==> src/design/srtf_tick_scheduler_unit_assert.svh <==
// ----------------------------------------------------------------------------
// srtf_tick_scheduler_unit_assert.svh
// Assertion macros used by the tick scheduler unit.
// ----------------------------------------------------------------------------
`ifndef SRTF_TICK_SCHEDULER_UNIT_ASSERT_SVH
`define SRTF_TICK_SCHEDULER_UNIT_ASSERT_SVH

// same-cycle implication, checked out of reset
`define SRTF_ASSERT_IMP(lbl, ante, cons, msg) \
    lbl: assert property (@(posedge i_clk) disable iff (!i_rst_n) (ante) |-> (cons)) \
        else $error(msg);

// next-cycle implication, checked out of reset
`define SRTF_ASSERT_NXT(lbl, ante, cons, msg) \
    lbl: assert property (@(posedge i_clk) disable iff (!i_rst_n) (ante) |=> (cons)) \
        else $error(msg);

`endif

==> src/design/srtf_pkg.sv <==
// ----------------------------------------------------------------------------
// srtf_pkg
// Types and constants of the shortest-remaining-time tick scheduler.
// ----------------------------------------------------------------------------
package srtf_pkg;

    localparam int TIME_W  = 16;
    localparam int TASK_W  = 4;
    localparam int CFG_W   = 5;
    localparam int DONE_W  = 5;

    localparam logic       MODE_LOAD = 1'b0;
    localparam logic       MODE_TICK = 1'b1;
    localparam logic [TIME_W-1:0] TIME_MAX = {TIME_W{1'b1}};
    localparam logic [DONE_W-1:0] DONE_MAX = {DONE_W{1'b1}};

    typedef struct packed {
        logic              mode;
        logic [TASK_W-1:0] task_index;
        logic [TIME_W-1:0] arrival_time;
        logic [TIME_W-1:0] burst_length;
    } t_item;

    typedef struct packed {
        logic [TIME_W-1:0] time_now;
        logic [TASK_W-1:0] running_task;
        logic              idle;
        logic              finished;
        logic [TIME_W-1:0] waiting_time;
        logic [TIME_W-1:0] turnaround_time;
        logic              all_done;
    } t_result;

    // best candidate handed from cell to cell
    typedef struct packed {
        logic              found;
        logic [TIME_W-1:0] rem;
        logic [TIME_W-1:0] arr;
        logic [TIME_W-1:0] burst;
    } t_cand;

    // command broadcast to the cells
    typedef struct packed {
        logic              load;
        logic              dec;
        logic [TIME_W-1:0] arr;
        logic [TIME_W-1:0] burst;
    } t_cell_cmd;

    typedef enum logic {
        ST_IDLE,
        ST_SCAN
    } t_state;

endpackage

==> src/design/srtf_cell.sv <==
// ----------------------------------------------------------------------------
// srtf_cell
// One task entry: holds arrival, burst and remaining time, and passes the
// best candidate seen so far on to the next cell.
// ----------------------------------------------------------------------------
module srtf_cell
    import srtf_pkg::*;
#(
    parameter int INDEX = 0,
    parameter int IDX_W = 4,
    parameter int CW    = 5
) (
    input  logic              i_clk,
    input  logic              i_rst_n,
    input  t_cell_cmd         i_cmd,
    input  logic              i_sel,
    input  logic [TIME_W-1:0] i_clk_now,
    input  logic [CW-1:0]     i_count,
    input  logic              i_valid,
    input  t_cand             i_cand,
    input  logic [IDX_W-1:0]  i_cand_idx,
    output logic              o_valid,
    output t_cand             o_cand,
    output logic [IDX_W-1:0]  o_cand_idx
);

    logic [TIME_W-1:0] r_arr;
    logic [TIME_W-1:0] r_burst;
    logic [TIME_W-1:0] r_rem;
    logic              r_valid;
    t_cand             r_cand;
    logic [IDX_W-1:0]  r_cand_idx;
    logic              eligible;
    logic              take;

    assign eligible = (i_count > CW'(INDEX)) && (i_clk_now >= r_arr) && (r_rem != '0);
    assign take     = eligible && (!i_cand.found || (r_rem < i_cand.rem) ||
                      ((r_rem == i_cand.rem) && (r_arr < i_cand.arr)));

    always_ff @(posedge i_clk) begin
        if (i_cmd.load && i_sel) begin
            r_arr   <= i_cmd.arr;
            r_burst <= i_cmd.burst;
            r_rem   <= i_cmd.burst;
        end else if (i_cmd.dec && i_sel) begin
            r_rem   <= r_rem - TIME_W'(1);
        end
    end

    always_ff @(posedge i_clk) begin
        if (!i_rst_n) begin
            r_valid <= 1'b0;
        end else begin
            r_valid <= i_valid;
        end
    end

    always_ff @(posedge i_clk) begin
        if (take) begin
            r_cand     <= '{found: 1'b1, rem: r_rem, arr: r_arr, burst: r_burst};
            r_cand_idx <= IDX_W'(INDEX);
        end else begin
            r_cand     <= i_cand;
            r_cand_idx <= i_cand_idx;
        end
    end

    assign o_valid    = r_valid;
    assign o_cand     = r_cand;
    assign o_cand_idx = r_cand_idx;

endmodule

==> src/design/srtf_tick_scheduler_unit.sv <==
// ----------------------------------------------------------------------------
// srtf_tick_scheduler_unit
// Preemptive shortest-remaining-time scheduler over a row of task cells.
//
//  channel  | handshake           | payload
//  ---------+---------------------+---------------------
//  item in  | start, busy         | i_item   (t_item)
//  result   | o_strobe            | o_result (t_result)
//  config   | i_cfg_we            | i_cfg_data (task count)
//
// A load item completes in the cycle it is accepted and gives no result.
// A tick sends a candidate through the MAX_TASKS cells, one cell per cycle,
// so busy is high while the candidate is in the cells and the result strobes
// in the first cycle with busy low; the next tick can be taken in that same
// cycle. A tick after all tasks finished strobes its result the next cycle.
// Reset is synchronous; task tables are undefined until loaded.
// The result is shown for one cycle; the receiver cannot stall it.
// ----------------------------------------------------------------------------
`include "srtf_tick_scheduler_unit_assert.svh"

module srtf_tick_scheduler_unit
    import srtf_pkg::*;
#(
    parameter int MAX_TASKS = 16
) (
    input  logic             i_clk,
    input  logic             i_rst_n,
    input  logic             start,
    output logic             busy,
    input  t_item            i_item,
    output logic             o_strobe,
    output t_result          o_result,
    input  logic             i_cfg_we,
    input  logic [CFG_W-1:0] i_cfg_data
);

    localparam int IDX_W = (MAX_TASKS > 1) ? $clog2(MAX_TASKS) : 1;
    localparam int CNT_W = $clog2(MAX_TASKS + 1);
    localparam int CW    = (CNT_W > CFG_W) ? CNT_W : CFG_W;
    localparam int XW    = (IDX_W > TASK_W) ? IDX_W : TASK_W;

    t_state             r_state;
    t_state             n_state;
    logic [TIME_W-1:0]  r_clock;
    logic [DONE_W-1:0]  r_done_cnt;
    logic [CFG_W-1:0]   r_task_count;
    logic               r_strobe;
    t_result            r_result;
    logic               n_strobe;
    t_result            n_result;

    logic               accept;
    logic               tick_acc;
    logic               load_ok;
    logic               inject;
    logic               finish;
    logic [CW-1:0]      eff_count;
    logic               all_done_now;
    t_cell_cmd          cmd;
    logic [TIME_W-1:0]  clk_new;
    logic               fin;
    logic [DONE_W-1:0]  cnt_new;
    logic [TIME_W:0]    need;
    logic [XW-1:0]      tail_idx_x;

    logic               v_chain   [0:MAX_TASKS];
    t_cand              c_chain   [0:MAX_TASKS];
    logic [IDX_W-1:0]   idx_chain [0:MAX_TASKS];
    logic [MAX_TASKS-1:0] sel;

    assign accept   = start && !busy;
    assign tick_acc = accept && (i_item.mode == MODE_TICK);
    assign load_ok  = accept && (i_item.mode == MODE_LOAD) &&
                      (int'(i_item.task_index) < MAX_TASKS);

    always_comb begin
        if (r_task_count == '0) begin
            eff_count = CW'(1);
        end else if (CW'(r_task_count) > CW'(MAX_TASKS)) begin
            eff_count = CW'(MAX_TASKS);
        end else begin
            eff_count = CW'(r_task_count);
        end
    end

    assign all_done_now = CW'(r_done_cnt) >= eff_count;

    // next state
    always_comb begin
        n_state = r_state;
        unique case (r_state)
            ST_IDLE: begin
                if (start && (i_item.mode == MODE_TICK) && !all_done_now) begin
                    n_state = ST_SCAN;
                end
            end
            ST_SCAN: begin
                if (v_chain[MAX_TASKS]) begin
                    n_state = ST_IDLE;
                end
            end
            default: n_state = ST_IDLE;
        endcase
    end

    // state outputs
    always_comb begin
        busy   = 1'b0;
        inject = 1'b0;
        finish = 1'b0;
        unique case (r_state)
            ST_IDLE: begin
                inject = start && (i_item.mode == MODE_TICK) && !all_done_now;
            end
            ST_SCAN: begin
                busy   = 1'b1;
                finish = v_chain[MAX_TASKS];
            end
            default: begin
                busy = 1'b0;
            end
        endcase
    end

    // cell row
    assign v_chain[0]   = inject;
    assign c_chain[0]   = '0;
    assign idx_chain[0] = '0;

    always_comb begin
        cmd.load  = load_ok;
        cmd.dec   = finish && c_chain[MAX_TASKS].found;
        cmd.arr   = i_item.arrival_time;
        cmd.burst = (i_item.burst_length == '0) ? TIME_W'(1) : i_item.burst_length;
    end

    for (genvar g = 0; g < MAX_TASKS; g++) begin : g_cell
        assign sel[g] = (cmd.load && (int'(i_item.task_index) == g)) ||
                        (cmd.dec && (int'(idx_chain[MAX_TASKS]) == g));

        srtf_cell #(
            .INDEX (g),
            .IDX_W (IDX_W),
            .CW    (CW)
        ) u_cell (
            .i_clk      (i_clk),
            .i_rst_n    (i_rst_n),
            .i_cmd      (cmd),
            .i_sel      (sel[g]),
            .i_clk_now  (r_clock),
            .i_count    (eff_count),
            .i_valid    (v_chain[g]),
            .i_cand     (c_chain[g]),
            .i_cand_idx (idx_chain[g]),
            .o_valid    (v_chain[g+1]),
            .o_cand     (c_chain[g+1]),
            .o_cand_idx (idx_chain[g+1])
        );
    end

    // tick completion
    assign clk_new    = (r_clock == TIME_MAX) ? r_clock : r_clock + TIME_W'(1);
    assign fin        = c_chain[MAX_TASKS].found && (c_chain[MAX_TASKS].rem == TIME_W'(1));
    assign cnt_new    = (fin && (r_done_cnt != DONE_MAX)) ? r_done_cnt + DONE_W'(1)
                                                          : r_done_cnt;
    assign need       = {1'b0, c_chain[MAX_TASKS].burst} + {1'b0, c_chain[MAX_TASKS].arr};
    assign tail_idx_x = XW'(idx_chain[MAX_TASKS]);

    always_comb begin
        n_strobe = finish || (accept && (i_item.mode == MODE_TICK) && all_done_now);
        n_result = '0;
        if (finish) begin
            n_result.time_now = clk_new;
            n_result.idle     = !c_chain[MAX_TASKS].found;
            n_result.finished = fin;
            n_result.all_done = CW'(cnt_new) >= eff_count;
            if (c_chain[MAX_TASKS].found) begin
                n_result.running_task = tail_idx_x[TASK_W-1:0];
            end
            if (fin) begin
                n_result.turnaround_time = clk_new - c_chain[MAX_TASKS].arr;
                if ({1'b0, clk_new} > need) begin
                    n_result.waiting_time = clk_new - need[TIME_W-1:0];
                end
            end
        end else begin
            n_result.time_now = r_clock;
            n_result.idle     = 1'b1;
            n_result.all_done = 1'b1;
        end
    end

    always_ff @(posedge i_clk) begin
        if (!i_rst_n) begin
            r_state      <= ST_IDLE;
            r_clock      <= '0;
            r_done_cnt   <= '0;
            r_task_count <= CFG_W'(1);
            r_strobe     <= 1'b0;
        end else begin
            r_state  <= n_state;
            r_strobe <= n_strobe;
            if (i_cfg_we) begin
                r_task_count <= i_cfg_data;
            end
            if (load_ok) begin
                r_clock    <= '0;
                r_done_cnt <= '0;
            end else if (finish) begin
                r_clock    <= clk_new;
                r_done_cnt <= cnt_new;
            end
        end
    end

    always_ff @(posedge i_clk) begin
        if (n_strobe) begin
            r_result <= n_result;
        end
    end

    assign o_strobe = r_strobe;
    assign o_result = r_result;

    `SRTF_ASSERT_IMP(a_strobe_not_busy, o_strobe, !busy, "result strobed while scanning")
    `SRTF_ASSERT_IMP(a_busy_fall_strobe, $fell(busy), o_strobe, "scan ended without a result")
    `SRTF_ASSERT_NXT(a_tick_progress, tick_acc, o_strobe || busy, "tick item dropped")
    `SRTF_ASSERT_IMP(a_idle_not_fin, o_strobe && o_result.idle, !o_result.finished, "idle tick reports completion")

endmodule

==> config.mk <==
export PLATFORM = sky130hd
export DESIGN_NAME = srtf_tick_scheduler_unit
export DESIGN_NICKNAME = d
export VERILOG_FILES = /design/src/design/srtf_pkg.sv /design/src/design/srtf_cell.sv /design/src/design/srtf_tick_scheduler_unit.sv
export VERILOG_INCLUDE_DIRS = /design/src /design/src/design
export SDC_FILE = /design/constraint.sdc
export NUM_CORES = 2
export LEC_CHECK = 0
export ABC_AREA = 1
export BUFFER_PORTS_ARGS = -buffer_cell sky130_fd_sc_hd__buf_2
export CELL_PAD_IN_SITES_DETAIL_PLACEMENT = 1
export CELL_PAD_IN_SITES_GLOBAL_PLACEMENT = 2
export CORE_MARGIN = 5
export CORE_UTILIZATION = 30
export CTS_CLUSTER_SIZE = 8
export DETAILED_ROUTE_END_ITERATION = 10
export PLACE_DENSITY_LB_ADDON = 0.1
export SLEW_MARGIN = 30
export SYNTH_ARGS = -nofsm -noshare
export SYNTH_HDL_FRONTEND = slang
export SYNTH_HIERARCHICAL = 1
export SYNTH_SLANG_ARGS = --single-unit
==> constraint.sdc <==
create_clock -name i_clk -period 4.2 [get_ports i_clk]
set_input_delay 0.21 -clock i_clk [delete_from_list [all_inputs] [get_ports i_clk]]
set_output_delay 0.21 -clock i_clk [all_outputs]
set_load 0.01 [all_outputs]
==> run metrics <==
fin nets=around 12000; first-pass GRT wire length=496000 um; final hold violations=0; total number of vias=70800; Finished Layout Cells=roughly 15000; Period minus WS final=roughly 3700 ps; power per standard cell area=about 390 mW/mm2; unrepaired setup endpoints after global routing=no; number of design-rule violations left by the first detailed-router iteration=between 3000 and 4000; part of the power in the clock network=about 47%; VDD IR max=around 0.38 mV; buffer cell driving the clock tree root=sky130_fd_sc_hd__clkbuf_16; source-to-sink clock delay at the later pin of the worst-skew pair=between 900 and 1000 ps; largest net degree at the start of global routing=56; worst-path fanout max=16; met2 Use GR=between 30 and 40%; largest stage delay on the critical path=410 ps; Syn. warnings=6; total number of clock tree sinks=1715; post-CTS repair timing setup buffer count=0; Syn-to-layout area delta=14.6%; number of max-cap violations=0; relative max-transition margin=16.9%; number of global-route vias before repair=around 74000; DRC viols=0; startpoint types=flip-flop; average instance area after synthesis=8.47 um2; total gr overflow=0; proportion of synthesized flip-flops having asynchronous set or reset=0%; global routing met1 resource utilization=around 28%; start-to-end type of the worst setup path=reg -> reg; met3 routing resource usage after global routing=around 2.0%; Sw Ratio=about a quarter; number of flops mapped to enable cells by yosys=about 820; Setup-failing EPs final=0; standard cell core area=0.297 mm2; synthesized area=0.0892 mm2; number of library cell types mapped by synthesis=63; Top FF cell, synth=sky130_fd_sc_hd__dfxtp_1; layout cell share with drive strength beyond 1=~8.3%; number of antenna violations at the first check in global routing=32; post-detailed-placement half-perimeter wirelength=243000 um; total negative slack=0 ps; post-DR vias/cell=~4.7; cell internal pwr=slightly below 30 mW; max-slew violation count=0; proportion of synthesized chip area in sequential cells=around 48%; Psw=approximately 10 mW; FF+latch count, synth=roughly 1700; die boundary height=roughly 560 um; initial core utilization=30.1%; share of total power in sequential cells=between 40% and 50%; worst-path cell chain=ha_1, fa_1, nand3_1, nand2_1, nand3_1, o21bai_1, xor2_1, ha_1, a21oi_1, o21ai_0, a21oi_1, nand2_1, nand2_1, nand2_2, nand2_4, nor2_1; post-synth top area share=27.7%; Die Area=slightly above 0.3 mm2; share of total power in combinational logic=under 10%; CTS Buf Count=240; maximum root-to-sink buffer count=4; routability cong.=0.825; critical path's most frequent cell=sky130_fd_sc_hd__nand2_1; total detailed-routing wirelength=about 340000 um; Global Route Usage Sum=21.5%; outcome=complete, no violations; number of nets with antenna violations after routing=0; final core utilization=between 30% and 40%; required arrival time at the worst endpoint=4840 ps; count of H-tree levels built during CTS=4; final clock skew=52.1 ps; Top Usage Layer GRT=met2; quantity of I/O buffers inserted on ports=slightly above 100; count of pins on the block boundary=a little over 100; maximum achievable frequency=0.272 GHz; post-placement worst setup slack=approximately 520 ps; commonest cells after routing, fill and taps aside=sky130_fd_sc_hd__nand2_1 (3096), sky130_fd_sc_hd__inv_1 (1546), sky130_fd_sc_hd__nand3_1 (939); cell accounting for the most synthesized area=sky130_fd_sc_hd__edfxtp_1; Total Power=roughly 40 mW; CTS tree=done; site row count=200; Leakage Power=roughly 50 nW; final critical-path share of the clock period=between 80 and 90%; Inst Count DP=approximately 15000; Critical Path End Type=flip-flop; routed len/inst=about 22 um; final setup margin=530 ps; Synth area leaders=sky130_fd_sc_hd__edfxtp_1 (28%), sky130_fd_sc_hd__dfxtp_1 (20%), sky130_fd_sc_hd__nand2_1 (13%), sky130_fd_sc_hd__ha_1 (12%), sky130_fd_sc_hd__inv_1 (6.5%); number of buffers added to fix hold violations after cts=50; most common cell after layout, fill and taps aside=sky130_fd_sc_hd__nand2_1; number of standard cells after synthesis=~11000; number of detailed-routing iterations run before antenna repair=8; post-cts gate resize count=0; Crit path arrival time=around 4300 ps; CTS clk-pin slew, worst paths=around 60 ps; horizontal die dimension=roughly 560 um; pin slew with the least headroom to its limit=roughly 1200 ps; cell with the biggest individual delay on the critical path=sky130_fd_sc_hd__fa_1; worst min-delay path class=in -> reg
[worst max-delay path, delay by kind of cell (launching register included)]
kind / cells / cell delay (ps)
AND/OR/NAND/NOR: 8 / 980
adder cells (fa/ha/maj): 3 / 970
AO/OA/AOI/OAI: 4 / 950
flip-flops: 1 / 330
XOR/XNOR: 1 / 170
[sequential cells by signal, indices dropped and copies added (netlist names), 5 cells and up]
name,cells
r_task_count,5
g_cell.u_cell/o_cand,784
o_result,55
g_cell.u_cell/r_arr,256
g_cell.u_cell/r_burst,256
r_clock,16
g_cell.u_cell/o_valid,16
g_cell.u_cell/o_cand_idx,64
r_done_cnt,5
g_cell.u_cell/r_rem,256
[cell families after synthesis]
family                     count (synthesis)  synth area share (%)
DFF                                     1715                  47.7
buffers and inverters                   1897                  9.02
xor gates and xnor gates                 132                  1.30
adders and majority gates                831                  11.7
and+or+nand+nor                         5113                  25.1
AOI/OAI and AO/OA                        849                  5.23
other                                      1               0.00420
[final cells by class]
type / count / area [um2]
clock inverters: 13 / 190
repair buffers: 346 / 2730
fillers: 34900 / 194000
well taps: 3939 / 4930
flip-flops and latches: 1715 / 42600
clock buffers: 438 / 6830
multi-input cells: 7010 / 38900
diodes: 10 / 25.0
inverters: 1594 / 5980
[path summary, 6_finish.rpt]
check	slack, ps	start	depth (start not counted)	end
max reg2reg	530	g_cell[15].u_cell/o_cand[16]$_DFF_P_	16	o_result[29]$_SDFFCE_PN0P_
min	190	i_cfg_we	4	r_task_count[1]$_SDFFE_PN0P_
min reg2reg	390	g_cell[3].u_cell/o_cand_idx[2]$_SDFF_PP0_	2	g_cell[4].u_cell/o_cand_idx[2]$_SDFF_PP1_
max	530	g_cell[15].u_cell/o_cand[16]$_DFF_P_	16	o_result[29]$_SDFFCE_PN0P_
[power by group through the flow]
stage | clock (mW) | combinational [mW] | sequential, mW
after floorplan | 0 | 1.39 | 18.5
after global placement | 0 | 2.46 | 18.7
after detailed placement | 0 | 2.49 | 18.7
after CTS | 19.2 | 2.54 | 18.3
after global routing | 19.9 | 2.78 | 18.3
final | 18.6 | 2.49 | 18.3
[Yosys cell counts, types with 29 or more instances]
| cell | instances |
|---|---|
| sky130_fd_sc_hd__nand2_1 | 3098 |
| sky130_fd_sc_hd__inv_1 | 1551 |
| sky130_fd_sc_hd__nand3_1 | 940 |
| sky130_fd_sc_hd__dfxtp_1 | 892 |
| sky130_fd_sc_hd__ha_1 | 828 |
| sky130_fd_sc_hd__edfxtp_1 | 823 |
| sky130_fd_sc_hd__nor2_1 | 593 |
| sky130_fd_sc_hd__a21oi_1 | 391 |
| sky130_fd_sc_hd__o21ai_0 | 235 |
| sky130_fd_sc_hd__nand2_2 | 118 |
| sky130_fd_sc_hd__buf_2 | 110 |
| sky130_fd_sc_hd__nand4_1 | 107 |
| sky130_fd_sc_hd__a31oi_1 | 87 |
| sky130_fd_sc_hd__xor2_1 | 85 |
| sky130_fd_sc_hd__buf_6 | 67 |
| sky130_fd_sc_hd__clkbuf_1 | 65 |
| sky130_fd_sc_hd__nor2_4 | 47 |
| sky130_fd_sc_hd__nor3_1 | 47 |
| sky130_fd_sc_hd__xnor2_1 | 47 |
| sky130_fd_sc_hd__nand3_2 | 40 |
| sky130_fd_sc_hd__buf_4 | 38 |
| sky130_fd_sc_hd__nor2_2 | 29 |
[stage by stage]
step,hold slack (ps),area (um2)
floorplan,294,89500
global placement,389,94600
detailed placement,399,94600
CTS,12.5,102000
global route,213,102000
finish,192,102000
[routing by layer]
layer / up-vias / part of all wire (%)
met1: 34800 / 45
li1: 34700 / -
met3: 378 / 2.6
met4: 0 / 2.5
met5: - / 0
met2: 880 / 50
(Power assumes the default switching activity.)
